## src/rtl/assert_macros.svh

```systemverilog
// Assertion macros shared by the receiver RTL.
// ASSERT_CLK expects signals clk and rst_n in the enclosing scope, ASSERT_ALWAYS only clk.
`ifndef ASSERT_MACROS_SVH
`define ASSERT_MACROS_SVH

// Property checked on every rising edge, ignored while reset is held.
`define ASSERT_CLK(lbl, prop, msg) \
  lbl: assert property (@(posedge clk) disable iff (!rst_n) (prop)) else $error(msg);

// Implication checked on every rising edge, including reset.
`define ASSERT_ALWAYS(lbl, prop, msg) \
  lbl: assert property (@(posedge clk) (prop)) else $error(msg);

`endif

```

## src/rtl/pafr_pkg.sv

```systemverilog
// Package for the async framing receiver: byte codes, FCS constants, buffer
// sizing and the byte-wide FCS-16 update. No dependencies.
package pafr_pkg;

  // receive buffer
  localparam int BUFFER_DEPTH = 128;
  localparam int FILL_W       = $clog2(BUFFER_DEPTH + 1);

  // framing bytes
  localparam logic [7:0] FLAG_BYTE  = 8'h7e;
  localparam logic [7:0] ESC_BYTE   = 8'h7d;
  localparam logic [7:0] ESC_XOR    = 8'h20;
  localparam logic [7:0] START_BYTE = 8'hff;

  // modem text bytes
  localparam logic [7:0] CHAR_CR   = 8'h0d;
  localparam logic [7:0] CHAR_LF   = 8'h0a;
  localparam logic [7:0] CHAR_C    = 8'h43;
  localparam logic [7:0] CHAR_T    = 8'h54;
  localparam logic [7:0] CHAR_PLUS = 8'h2b;
  localparam int         CT_WORD_LEN = 5;

  // FCS-16, reflected polynomial
  localparam logic [15:0] FCS_INIT = 16'hffff;
  localparam logic [15:0] FCS_GOOD = 16'hf0b8;
  localparam logic [15:0] FCS_POLY = 16'h8408;

  // one byte into the FCS, lsb first
  function automatic logic [15:0] fcs_update(input logic [15:0] acc_in,
                                             input logic [7:0]  data);
    logic [15:0] acc;
    acc = acc_in;
    for (int k = 0; k < 8; k++) begin
      if (acc[0] ^ data[k]) begin
        acc = (acc >> 1) ^ FCS_POLY;
      end else begin
        acc = acc >> 1;
      end
    end
    return acc;
  endfunction

endpackage

```

## src/rtl/ppp_async_frame_receiver.sv

```systemverilog
// An accepted input item gives its result item in the next cycle.
// Throughput: one item per cycle; the FCS byte update and the framing and
// line decisions settle between the input handshake and the result register.
// Input stalls only while a result is held and the output side stalls.
// Reset (synchronous, rst_n low) clears framing state, FCS, fill count and
// the result valid.
`include "assert_macros.svh"

module ppp_async_frame_receiver
  import pafr_pkg::*;
(
  input  logic       clk,
  input  logic       rst_n,
  input  logic       in_valid,
  output logic       in_stall,
  input  logic [7:0] in_rx_byte,
  output logic       out_valid,
  input  logic       out_stall,
  output logic       out_store_valid,
  output logic [6:0] out_store_index,
  output logic [7:0] out_store_data,
  output logic       out_frame_end,
  output logic       out_frame_good,
  output logic [6:0] out_frame_length,
  output logic       out_line_done,
  output logic [7:0] out_line_length
);

  // decoder state
  logic              esc_pend_r, esc_pend_nxt;
  logic              in_frame_r, in_frame_nxt;
  logic [15:0]       fcs_r, fcs_nxt;
  logic [FILL_W-1:0] fill_r, fill_nxt;
  logic [1:0]        plus_run_r, plus_run_nxt;
  logic [7:0]        first_byte_r, first_byte_nxt;

  // result register
  logic       out_valid_r, out_valid_nxt;
  logic       store_valid_r, store_valid_nxt;
  logic [6:0] store_index_r, store_index_nxt;
  logic [7:0] store_data_r, store_data_nxt;
  logic       frame_end_r, frame_end_nxt;
  logic       frame_good_r, frame_good_nxt;
  logic [6:0] frame_len_r, frame_len_nxt;
  logic       line_done_r, line_done_nxt;
  logic [7:0] line_len_r, line_len_nxt;

  logic accept;

  assign in_stall = out_valid_r && out_stall;
  assign accept   = in_valid && !in_stall;

  // per-item decode
  always_comb begin
    logic [7:0] b;
    logic       keep;
    logic       line_end;

    b               = in_rx_byte;
    keep            = 1'b1;
    line_end        = 1'b0;
    esc_pend_nxt    = esc_pend_r;
    in_frame_nxt    = in_frame_r;
    fcs_nxt         = fcs_r;
    fill_nxt        = fill_r;
    plus_run_nxt    = plus_run_r;
    first_byte_nxt  = first_byte_r;
    store_valid_nxt = 1'b0;
    store_index_nxt = '0;
    store_data_nxt  = '0;
    frame_end_nxt   = 1'b0;
    frame_good_nxt  = 1'b0;
    frame_len_nxt   = '0;
    line_done_nxt   = 1'b0;
    line_len_nxt    = '0;

    // escape and closing flag
    if (esc_pend_r) begin
      esc_pend_nxt = 1'b0;
      b            = in_rx_byte ^ ESC_XOR;
    end else if (in_rx_byte == ESC_BYTE) begin
      esc_pend_nxt = 1'b1;
      keep         = 1'b0;
    end else if (in_rx_byte == FLAG_BYTE) begin
      if (in_frame_r) begin
        frame_end_nxt = 1'b1;
        if (fcs_r == FCS_GOOD && fill_r > FILL_W'(2)) begin
          frame_good_nxt = 1'b1;
          frame_len_nxt  = 7'(fill_r - FILL_W'(2));
        end
        in_frame_nxt = 1'b0;
      end
      keep     = 1'b0;
      fill_nxt = '0;
    end

    // between frames: frame start, modem lines, +++ escape
    if (!in_frame_nxt) begin
      if (b == START_BYTE) begin
        fcs_nxt      = FCS_INIT;
        fill_nxt     = '0;
        in_frame_nxt = 1'b1;
      end else if (b == CHAR_CR || b == CHAR_LF ||
                   (first_byte_r == CHAR_C && fill_nxt == FILL_W'(CT_WORD_LEN) &&
                    b == CHAR_T)) begin
        line_end = 1'b1;
      end else if (b == CHAR_PLUS) begin
        plus_run_nxt = plus_run_r + 2'd1;
        if (plus_run_r == 2'd2 || plus_run_r == 2'd3) begin
          line_end = 1'b1;
        end
      end else begin
        plus_run_nxt = '0;
      end
      if (line_end) begin
        line_done_nxt = 1'b1;
        line_len_nxt  = 8'(fill_nxt);
        keep          = 1'b0;
        fill_nxt      = '0;
        plus_run_nxt  = '0;
      end
    end

    // FCS and buffer write
    if (keep) begin
      if (in_frame_nxt) begin
        fcs_nxt = fcs_update(fcs_nxt, b);
      end
      if (fill_nxt < FILL_W'(BUFFER_DEPTH)) begin
        if (fill_nxt == '0) begin
          first_byte_nxt = b;
        end
        store_valid_nxt = 1'b1;
        store_index_nxt = 7'(fill_nxt);
        store_data_nxt  = b;
        fill_nxt        = fill_nxt + FILL_W'(1);
      end
    end
  end

  // result valid: set on accept, cleared once taken
  always_comb begin
    if (accept) begin
      out_valid_nxt = 1'b1;
    end else if (!out_stall) begin
      out_valid_nxt = 1'b0;
    end else begin
      out_valid_nxt = out_valid_r;
    end
  end

  // control state
  always_ff @(posedge clk) begin
    if (!rst_n) begin
      esc_pend_r   <= 1'b0;
      in_frame_r   <= 1'b0;
      fcs_r        <= '0;
      fill_r       <= '0;
      plus_run_r   <= '0;
      first_byte_r <= '0;
      out_valid_r  <= 1'b0;
    end else begin
      out_valid_r <= out_valid_nxt;
      if (accept) begin
        esc_pend_r   <= esc_pend_nxt;
        in_frame_r   <= in_frame_nxt;
        fcs_r        <= fcs_nxt;
        fill_r       <= fill_nxt;
        plus_run_r   <= plus_run_nxt;
        first_byte_r <= first_byte_nxt;
      end
    end
  end

  // result payload
  always_ff @(posedge clk) begin
    if (accept) begin
      store_valid_r <= store_valid_nxt;
      store_index_r <= store_index_nxt;
      store_data_r  <= store_data_nxt;
      frame_end_r   <= frame_end_nxt;
      frame_good_r  <= frame_good_nxt;
      frame_len_r   <= frame_len_nxt;
      line_done_r   <= line_done_nxt;
      line_len_r    <= line_len_nxt;
    end
  end

  assign out_valid        = out_valid_r;
  assign out_store_valid  = store_valid_r;
  assign out_store_index  = store_index_r;
  assign out_store_data   = store_data_r;
  assign out_frame_end    = frame_end_r;
  assign out_frame_good   = frame_good_r;
  assign out_frame_length = frame_len_r;
  assign out_line_done    = line_done_r;
  assign out_line_length  = line_len_r;

  // checks
  `ASSERT_CLK(a_accept_gives_result, (in_valid && !in_stall) |=> out_valid,
              "accepted item produced no result")
  `ASSERT_CLK(a_good_needs_end, (out_valid && out_frame_good) |-> out_frame_end,
              "good frame reported without frame end")
  `ASSERT_CLK(a_events_exclusive,
              out_valid |-> ($countones({out_store_valid, out_frame_end, out_line_done}) <= 1),
              "store, frame end and line done reported together")
  `ASSERT_ALWAYS(a_no_stall_when_empty, !out_valid |-> !in_stall,
                 "input stalled with no result held")

endmodule

```

## config.mk

```make
export PLATFORM = sky130hd
export DESIGN_NAME = ppp_async_frame_receiver
export DESIGN_NICKNAME = d
export VERILOG_FILES = /design/src/rtl/pafr_pkg.sv /design/src/rtl/ppp_async_frame_receiver.sv
export VERILOG_INCLUDE_DIRS = /design/src /design/src/rtl
export SDC_FILE = /design/constraint.sdc
export NUM_CORES = 1
export LEC_CHECK = 0
export BUFFER_PORTS_ARGS = -buffer_cell sky130_fd_sc_hd__buf_2
export CORE_UTILIZATION = 45
export DETAILED_ROUTE_END_ITERATION = 8
export SLEW_MARGIN = 20
export SYNTH_ARGS = -nofsm -noshare
export SYNTH_HDL_FRONTEND = slang
export SYNTH_SLANG_ARGS = --single-unit
export TNS_END_PERCENT = 5
```

## constraint.sdc

```tcl
create_clock -name clk -period 10.7 [get_ports clk]
set_clock_uncertainty 0.15 [all_clocks]
set_input_delay 2.14 -clock clk [delete_from_list [all_inputs] [get_ports clk]]
set_output_delay 2.14 -clock clk [all_outputs]
set_load 0.02 [all_outputs]
```

==> impl_metrics.json, run 1 <==
{
  "synthArstFlopShare_pct": 0,
  "clkPwrFrac_pct": 35.8,
  "swShare_pct": 28.0,
  "fillers": 762,
  "critPathMaxStageDelay_ps": 610,
  "yosysUniqueCellTypes": 51,
  "critPathSlowestCell": "a21oi_2",
  "n_antenna_cell": 0,
  "avgViaCountPerCell": 5.32,
  "port_buffers": 47,
  "final-setup-viol-count": 0,
  "numCtsBuffers": 9,
  "gp_congestion": 0.863,
  "drive_gt1_share_pct": 18.1,
  "rrSetupSlack_ps": 7420,
  "layout.nets": 427,
  "relSlewSlack_pct": 38.9,
  "slew_violations": 0,
  "grtUsageTotal_pct": 20.3,
  "yosys_register_bits": 71,
  "dp_hpwl_um": 5450,
  "critical_path.max_fanout": 18,
  "clock-sinks": 71,
  "cp.depth": 7,
  "p_switching_w": 0.000171,
  "post_cts_buffers": 0,
  "start_util_pct": 46.4,
  "rsz0062_at_grt": "no",
  "die_h_um": 91.1,
  "cp.required_ps": 10830,
  "timing.fmax_mhz": 208,
  "worst_r2r_path_depth": 6,
  "postCtsHoldBufs": 0,
  "netlist_top_cells_area": "edfxtp_1 (29%), dfxtp_1 (21%), nand2_1 (5.2%), xnor2_1 (4.2%), mux2i_1 (3.4%)",
  "cts.htree.levels": 3,
  "p_leak_nw": 1.59,
  "start_kind": "primary input",
  "timing.final.crit_share_pct": 45.0,
  "cts_buffer_depth": 2,
  "crit_chain": "buf_2 -> or4b_1 -> o41a_1 -> a21oi_2 -> a2111oi_0 -> nor3_4 -> mux2i_1",
  "root_buffer": "clkbuf_8",
  "cts_resized": 0,
  "num_vias": 2751,
  "worstSetupPathType": "primary input to flop",
  "postRouteAntennaNets": 0,
  "synth-edff-count": 34,
  "combPwrFrac_pct": 13.5,
  "grt.overflow.total": 0,
  "pin_count": 48,
  "clock_latency_ps": 350,
  "setup_ws_ps": 5890,
  "arrival_ps": 4940,
  "synth_fp_nets": 393,
  "whs_path_depth": 2,
  "wl_um": 8040,
  "core_area_um2": 7690,
  "area_growth_pct": 13.1,
  "tritoncts": "done",
  "grt_max_degree": 39,
  "synth-seq-area-share_pct": 49.4,
  "dieArea_um2": 8290,
  "antenna_found_initial": 0,
  "outcome": "finished clean",
  "synth_top_cell_by_area": "edfxtp_1",
  "grt_pass1_wl_um": 13100,
  "tightest_slew_ps": 913,
  "dr.first_iter.drc_count": 243,
  "dp_slack_ps": 5100,
  "critPathBufInv": 1,
  "grt_pass1_vias": 2577,
  "placed_cell_area_um2": 3840,
  "clk_pin_slew_ps": 80,
  "seqPwrFrac_pct": 50.7,
  "placed_cells": 501,
  "power.density_nw_per_um2": 151,
  "syn_area_um2": 3570,
  "fin_crit_ps": 4810,
  "postSynthAreaPerCell_um2": 9.49,
  "max-vdd-ir-drop_uv": 77.1,
  "first_pass_iters": 4,
  "hold_viol": 0,
  "die_w_um": 91.1,
  "drcViolationCount": 0,
  "tns_ps": 0,
  "yosys.area.top_type_share_pct": 28.6,
  "cap_violations": 0,
  "ys_warn_count": 0,
  "p_int_w": 0.000439,
  "cp-end-kind": "flop",
  "register_area_um2": 1760,
  "wl_per_cell_um": 15.5,
  "cp_top_family": "compound AO/OA/AOI/OAI gates",
  "worstHoldPathType": "flop to flop",
  "num_rows": 32,
  "synth-main-ff-cell": "dfxtp_1",
  "multi_input_area_um2": 1660,
  "stdcell_count": 517,
  "design_area_um2": 4040,
  "synth_cells": 376
}
[sequential cells by signal, summed over array words and instances (netlist names), 2 cells and up]
name	flops
first_byte_r	8
out_line_length	8
out_store_data	8
out_store_index	7
fill_r	8
plus_run_r	2
out_frame_length	7
fcs_r	16
[path summary, 6_finish.rpt]
check	from	end
max	in_rx_byte[4]	first_byte_r[6]
min	first_byte_r[4]	first_byte_r[4]
max reg2reg	esc_pend_r	first_byte_r[6]
min reg2reg	first_byte_r[4]	first_byte_r[4]
[routing by layer]
metal / routed length, um / up-vias / track usage (%) / part of all wire, %
met5: 0 / - / 0 / 0
met4: 126 / 0 / 7.67 / 1.6
met3: 305 / 11 / 3.35 / 3.8
met2: 3840 / 58 / 32.8 / 48
met1: 3760 / 1303 / 27.2 / 47
li1: - / 1379 / - / -
[kinds of logic (layout without fill, tap and decap cells)]
| logic type | after synthesis | in the layout | share of synthesized area [%] |
|---|---|---|---|
| AND/OR/NAND/NOR | 167 | 167 | 24.6 |
| flip-flops | 71 | 71 | 49.4 |
| AO/OA/AOI/OAI | 53 | 53 | 9.19 |
| buffers and inverters | 38 | 77 | 4.17 |
| XOR/XNOR | 30 | 30 | 7.57 |
| multiplexers | 12 | 12 | 3.37 |
| adder cells (fa/ha/maj) | 5 | 5 | 1.75 |
[power by group through the flow]
| stage | combinational (W) | sequential (W) | clock (W) |
|---|---|---|---|
| after floorplan | 0.0000550 | 0.000320 | 0 |
| after global placement | 0.0000813 | 0.000315 | 0 |
| after detailed placement | 0.0000821 | 0.000315 | 0 |
| after CTS | 0.0000824 | 0.000309 | 0.000222 |
| after global routing | 0.0000903 | 0.000311 | 0.000235 |
| final | 0.0000822 | 0.000309 | 0.000218 |
[area by class of cell]
cell class	count	share of cell area, %
Inverter	13	1.21
Clock inverter	6	1.67
Tap cell	102	3.16
Sequential cell	71	43.6
Multi-Input combinational cell	267	41.2
Timing Repair Buffer	48	6.01
Clock buffer	10	3.16
[cell usage in the layout (no fill, tap or decap), drive strengths merged, types with 3 or more instances in the layout]
| cell | instances |
|---|---|
| a21oi | 16 |
| and2 | 18 |
| and3 | 6 |
| buf | 48 |
| clkbuf | 10 |
| dfxtp | 37 |
| edfxtp | 34 |
| ha | 5 |
| inv | 14 |
| mux2i | 12 |
| nand2 | 49 |
| nand2b | 3 |
| nand3 | 12 |
| nand4 | 4 |
| nor2 | 32 |
| nor3 | 12 |
| nor4 | 5 |
| o21ai | 22 |
| or3 | 4 |
| or4 | 7 |
| or4b | 4 |
| xnor2 | 17 |
| xor2 | 13 |
[worst min-delay path, stage by stage (launching register included)]
cell     delay (ps)
dfxtp_1         320
nand2_1          50
mux2i_1          50
[stage by stage]
step	total power [W]	util, %	hold slack (ps)
final	0.000609	52.5	311
after global routing	0.000636	52.5	339
after CTS	0.000614	52.5	309
after detailed placement	0.000397	49.9	297
after global placement	0.000396	49.9	294
after floorplan	0.000375	-	279
[synth_stat cells (all sizes together), types with 2 or more instances]
master and number:
xnor2 17, buf 6, and2 18, nand4 4, nand4b 2, ha 5
nand2b 3, inv 12, a211o 2, mux2i 12, dfxtp 37, edfxtp 34
o31ai 2, nor2 32, nor2b 2, nand2 49, nor3 12, o21ai 22
xor2 13, and3 6, a211oi 2, nand3 12, nor4 5, clkbuf 19
a21oi 16, or3b 2, or4 7, or3 4, or4b 4
Note: power is estimated with default switching activity, not from simulation.
==> run 2, diff against run 1 <==
Settings changed: PLACE_DENSITY from default to 0.67.
Clock period 10.7 ns to 4.3 ns, I/O delays scaled along.
==> run 2 against run 1 <==
Effect of this change: total power grew to 2.7 times the previous value; register-to-register slack lost 6300 ps; clock power grew to 3.0 times the previous value; setup slack lost 5000 ps; global-route usage shrank 0.18 points; final area grew 1.7%; sequential share of layout area shrank 0.72 points; hold slack lost 2.7 ps; core utilization grew 0.88 points; sequential power grew 150%; die area is the same; critical path type unchanged; largest cell class unchanged; largest power group unchanged.
==> impl_metrics.json, run 2 (synthesized netlist as in run 1, its figures left out) <==
{
  "outcome": "finished clean",
  "seqPwrFrac_pct": 47.2,
  "wl_um": 7840,
  "final_common_cell": "nand2_1",
  "root_buffer": "clkbuf_8",
  "grt_pass1_wl_um": 13300,
  "core_area_um2": 7690,
  "p_leak_nw": 1.63,
  "fin_crit_ps": 3450,
  "grt_max_degree": 39,
  "p_int_w": 0.00121,
  "post_cts_buffers": 0,
  "stdcell_count": 520,
  "crit_start": "in_rx_byte[3]",
  "grt_pass1_vias": 2734,
  "clk_pin_slew_ps": 80,
  "tightest_slew_ps": 734,
  "avgViaCountPerCell": 5.38,
  "regMostFlops": "fcs_r",
  "cts_buffer_depth": 2,
  "dr.first_iter.drc_count": 125,
  "clock-sinks": 71,
  "rr_endpoint": "fill_r[6]",
  "dieArea_um2": 8290,
  "tritoncts": "done",
  "postRouteAntennaNets": 0,
  "most-common-layout-cells": "nand2_1 (49), buf_2 (47), dfxtp_1 (37), edfxtp_1 (34), nor2_1 (32)",
  "worst_r2r_path_depth": 11,
  "grt.overflow.total": 0,
  "drcViolationCount": 0,
  "die_h_um": 91.1,
  "cp.depth": 10,
  "timing.final.crit_share_pct": 80.3,
  "p_switching_w": 0.000419,
  "n_antenna_cell": 0,
  "slew_violations": 0,
  "crit_chain": "buf_2 -> or4_1 -> nor4_1 -> nand4_1 -> a32o_2 -> nand2_1 -> ha_1 -> nand2_1 -> nor3_4 -> mux2i_1",
  "num_rows": 32,
  "dp_hpwl_um": 5440,
  "cp_top_family": "simple AND/OR/NAND/NOR gates",
  "critical_path.max_fanout": 17,
  "pin_count": 48,
  "relSlewSlack_pct": 49.8,
  "critPathSlowestCell": "or4_1",
  "rsz0062_at_grt": "no",
  "largest_register_ffs": 16,
  "numCtsBuffers": 9,
  "power.density_nw_per_um2": 396,
  "final-setup-viol-count": 0,
  "start_kind": "primary input",
  "worstSetupPathType": "primary input to flop",
  "clock_latency_ps": 350,
  "area_growth_pct": 15.0,
  "timing.fmax_mhz": 290,
  "critPathMaxStageDelay_ps": 500,
  "arrival_ps": 3580,
  "grtUsageTotal_pct": 20.1,
  "cp-end-kind": "flop",
  "whs_path_depth": 2,
  "r2r_start": "esc_pend_r",
  "worstHoldPathType": "flop to flop",
  "clkPwrFrac_pct": 40.1,
  "cts_resized": 0,
  "rrSetupSlack_ps": 1090,
  "combPwrFrac_pct": 12.7,
  "antenna_found_initial": 0,
  "placed_cells": 504,
  "cp.required_ps": 4430,
  "die_w_um": 91.1,
  "hold_viol": 0,
  "cap_violations": 0,
  "crit_path_end": "first_byte_r[4]",
  "cpMostUsedCell": "nand2_1",
  "drive_gt1_share_pct": 18.7,
  "cts.htree.levels": 3,
  "layout.nets": 430,
  "start_util_pct": 46.4,
  "gp_congestion": 0.847,
  "tns_ps": 0,
  "swShare_pct": 25.7,
  "wl_per_cell_um": 15.1,
  "postCtsHoldBufs": 0,
  "critPathBufInv": 1,
  "port_buffers": 47,
  "max-vdd-ir-drop_uv": 228,
  "num_vias": 2795,
  "first_pass_iters": 5
}
==> run 2: cell count changes in the layout (fill, tap and decap cells not counted) <==
cell	before	now
bufinv_16	1	3
inv_6	2	1
clkinvlp_4	2	1
a21oi_2	1	0
clkinv_4	0	1
clkbuf_1	1	0
buf_4	1	4
a21oi_1	15	16
==> run 2: layer usage <==
layer / wire length (um) / vias up / GRT usage, %
li1: - / 1390 / -
met1: 3460 / 1319 / 25.3
met2: 3970 / 74 / 35.3
met3: 303 / 12 / 3.10
met4: 110 / 0 / 6.35
met5: 0 / - / 0
==> run 2: final cells by class <==
class / instances / area (um^2)
clock buffers: 9 / 124
fillers: 730 / 3580
well taps: 102 / 128
flip-flops and latches: 71 / 1760
repair buffers: 51 / 265
inverters: 13 / 48.8
multi-input cells: 267 / 1660
clock inverters: 7 / 120
==> run 2: worst min path at each step <==
stage	slack (ps)	startpoint	end
floorplan	280	first_byte_r[2]	first_byte_r[2]
global placement	290	first_byte_r[4]	first_byte_r[4]
detailed placement	300	first_byte_r[3]	first_byte_r[3]
CTS	310	first_byte_r[3]	first_byte_r[3]
global route	330	first_byte_r[0]	first_byte_r[0]
finish	310	first_byte_r[3]	first_byte_r[3]
==> run 2: worst register-to-register path: stages, from the launching register on <==
cell      delay, ps
dfxtp_1         390
xor2_2          310
a211o_1         160
o41a_1          180
a32o_2          400
nand2_1         160
inv_1            90
ha_1            180
nand4b_1        110
or4_1           430
or4_1           480
o21ai_0          90
==> run 2: power by group through the flow <==
stage	clock network, W	registers (W)	logic (W)
2_1_floorplan	0	0.000797	0.000137
3_5_place_dp	0	0.000784	0.000205
5_1_grt	0.000692	0.000773	0.000227
6_report	0.000653	0.000769	0.000206
4_1_cts	0.000664	0.000768	0.000207
3_3_place_gp	0	0.000784	0.000201
==> run 2: per-stage QoR <==
stage / area, um^2 / worst slack, ps / power, W / utilization (%) / hold WS (ps)
5_1_grt: 4110 / 672 / 0.00169 / 53.4 / 326
4_1_cts: 4110 / 855 / 0.00164 / 53.4 / 308
3_3_place_gp: 3860 / 607 / 0.000985 / 50.2 / 289
2_1_floorplan: 3570 / 715 / 0.000933 / - / 279
3_5_place_dp: 3860 / 489 / 0.000989 / 50.2 / 297
6_report: 4110 / 849 / 0.00163 / 53.4 / 308
==> run 3, diff against run 2 <==
Clock period 4.3 ns to 3.07 ns, I/O delays scaled along.
==> run 3 against run 2 <==
Effect of this change: clock power is 29% higher; sequential power grew 40%; global-route usage grew 0.35 points; total power is 38% higher; count of clock-buffer cells in the layout unchanged; core utilization increased by 4.2 points; setup slack worse by 660 ps; critical path depth increased by 2; largest power group unchanged.
==> impl_metrics.json, run 3 (synthesized netlist as in run 1, its figures left out) <==
{
  "outcome": "finished clean",
  "cts_resized": 0,
  "clock-sinks": 71,
  "grt.overflow.total": 0,
  "tightest_slew_ps": 762,
  "p_switching_w": 0.000598,
  "swShare_pct": 26.6,
  "dieArea_um2": 8290,
  "gp_congestion": 0.820,
  "port_buffers": 47,
  "clock_latency_ps": 350,
  "hold_end": "first_byte_r[1]",
  "start_kind": "flop",
  "antenna_found_initial": 0,
  "clk_pin_slew_ps": 80,
  "final-setup-viol-count": 0,
  "post_cts_buffers": 0,
  "p_int_w": 0.00165,
  "numCtsBuffers": 9,
  "drcViolationCount": 0,
  "layout.nets": 470,
  "postCtsHoldBufs": 0,
  "start_util_pct": 46.4,
  "p_leak_nw": 1.83,
  "drive_gt1_share_pct": 26.6,
  "postRouteAntennaNets": 0,
  "wl_um": 8000,
  "critPathSlowestCell": "or4_1",
  "grt_pass1_wl_um": 13400,
  "rr_endpoint": "fill_r[6]",
  "clkPwrFrac_pct": 37.4,
  "timing.fmax_mhz": 347,
  "wl_per_cell_um": 14.3,
  "core_area_um2": 7690,
  "die_h_um": 91.1,
  "hold_viol": 0,
  "num_vias": 2937,
  "grtUsageTotal_pct": 20.4,
  "rrSetupSlack_ps": 190,
  "cp_top_family": "simple AND/OR/NAND/NOR gates",
  "critPathBufInv": 2,
  "timing.final.crit_share_pct": 93.9,
  "grt_max_degree": 38,
  "dp_slack_ps": -124,
  "tns_ps": 0,
  "crit_chain": "inv_1 -> ha_1 -> nor2_1 -> o41a_1 -> a32o_2 -> nand2_2 -> inv_1 -> ha_1 -> nand4b_1 -> or4_1 -> or4_1 -> o21ai_0",
  "area_growth_pct": 24.0,
  "critPathMaxStageDelay_ps": 460,
  "largest_register_ffs": 16,
  "cts.htree.levels": 3,
  "die_w_um": 91.1,
  "worst_r2r_path_depth": 12,
  "avgViaCountPerCell": 5.24,
  "arrival_ps": 3010,
  "whs_path_depth": 2,
  "cts_buffer_depth": 2,
  "cp-end-kind": "flop",
  "seqPwrFrac_pct": 47.8,
  "combPwrFrac_pct": 14.8,
  "dr.first_iter.drc_count": 165,
  "first_pass_iters": 4,
  "tritoncts": "done",
  "root_buffer": "clkbuf_8",
  "fin_crit_ps": 2880,
  "r2r_start": "plus_run_r[0]",
  "max-vdd-ir-drop_uv": 208,
  "cap_violations": 0,
  "dp_hpwl_um": 5730,
  "fin_util_pct": 57.6,
  "placed_cell_area_um2": 4200,
  "setup_ws_ps": 187,
  "worstHoldPathType": "flop to flop",
  "n_antenna_cell": 0,
  "worstSetupPathType": "flop to flop",
  "final_common_cell": "buf_2",
  "cp.required_ps": 3200,
  "grt_pass1_vias": 2901,
  "rsz0062_at_grt": "no",
  "hold_path_startpoint": "first_byte_r[1]",
  "critical_path.max_fanout": 4,
  "most-common-layout-cells": "buf_2 (47), nand2_1 (46), buf_4 (42), dfxtp_1 (37), edfxtp_1 (34)",
  "design_area_um2": 4420,
  "regMostFlops": "fcs_r",
  "relSlewSlack_pct": 47.9,
  "power.density_nw_per_um2": 509,
  "num_rows": 32,
  "pin_count": 48,
  "slew_violations": 0
}
-- run 3: cell types whose count changed in the layout (fill, tap and decap cells not counted) --
cell	previous run	this run
buf_4	4	42
nand2_1	49	46
nand2_2	0	3
buf_12	0	2
inv_6	1	3
bufinv_16	3	2
clkinv_2	1	0
or4b_1	1	0
or4b_4	1	2
-- run 3: power groups by stage --
stage / sequential, W / combinational [W] / clock [W]
detailed placement: 0.00110 / 0.000331 / 0
global placement: 0.00110 / 0.000325 / 0
CTS: 0.00108 / 0.000335 / 0.000863
floorplan: 0.00112 / 0.000194 / 0
finish: 0.00108 / 0.000334 / 0.000842
global route: 0.00108 / 0.000366 / 0.000901
-- run 3: layout make-up --
class | count | area (um^2)
tap | 102 | 128
inverter | 13 | 48.8
fill | 708 | 3260
clock buffer | 9 | 124
sequential | 71 | 1760
timing repair buffer | 91 | 591
clock inverter | 7 | 103
multi-input combinational | 267 | 1670
-- run 3: worst min-delay path: stages, from the launching register on --
cell	delay (ps)
dfxtp_1	320
nand2_1	50
mux2i_1	50
-- run 3: per-stage QoR --
step                hold WS [ps]  instances  power (W)
finish                       318        560    0.00225
global route                 332        560    0.00235
CTS                          319        560    0.00227
detailed placement           308        544    0.00143
global placement             288        544    0.00142
floorplan                    279        376    0.00131
-- run 3: worst max path at each step --
stage                       to  cells after the start          start  slack [ps]
3_3_place_gp         fill_r[6]                     12  in_rx_byte[5]         -40
4_1_cts              fill_r[6]                     12  plus_run_r[0]         180
6_report             fill_r[6]                     12  plus_run_r[0]         190
2_1_floorplan        fill_r[6]                     13  in_rx_byte[3]         -80
3_5_place_dp   first_byte_r[4]                      9  in_rx_byte[3]        -120
5_1_grt              fill_r[6]                     12  plus_run_r[0]           6
-- run 3: per-layer routing --
layer	GRT usage, %	wire length (um)	vias up
met2	35.5	4040	79
met3	3.85	329	10
met4	8.73	102	0
met1	24.7	3530	1382
met5	0	0	-
li1	-	-	1466
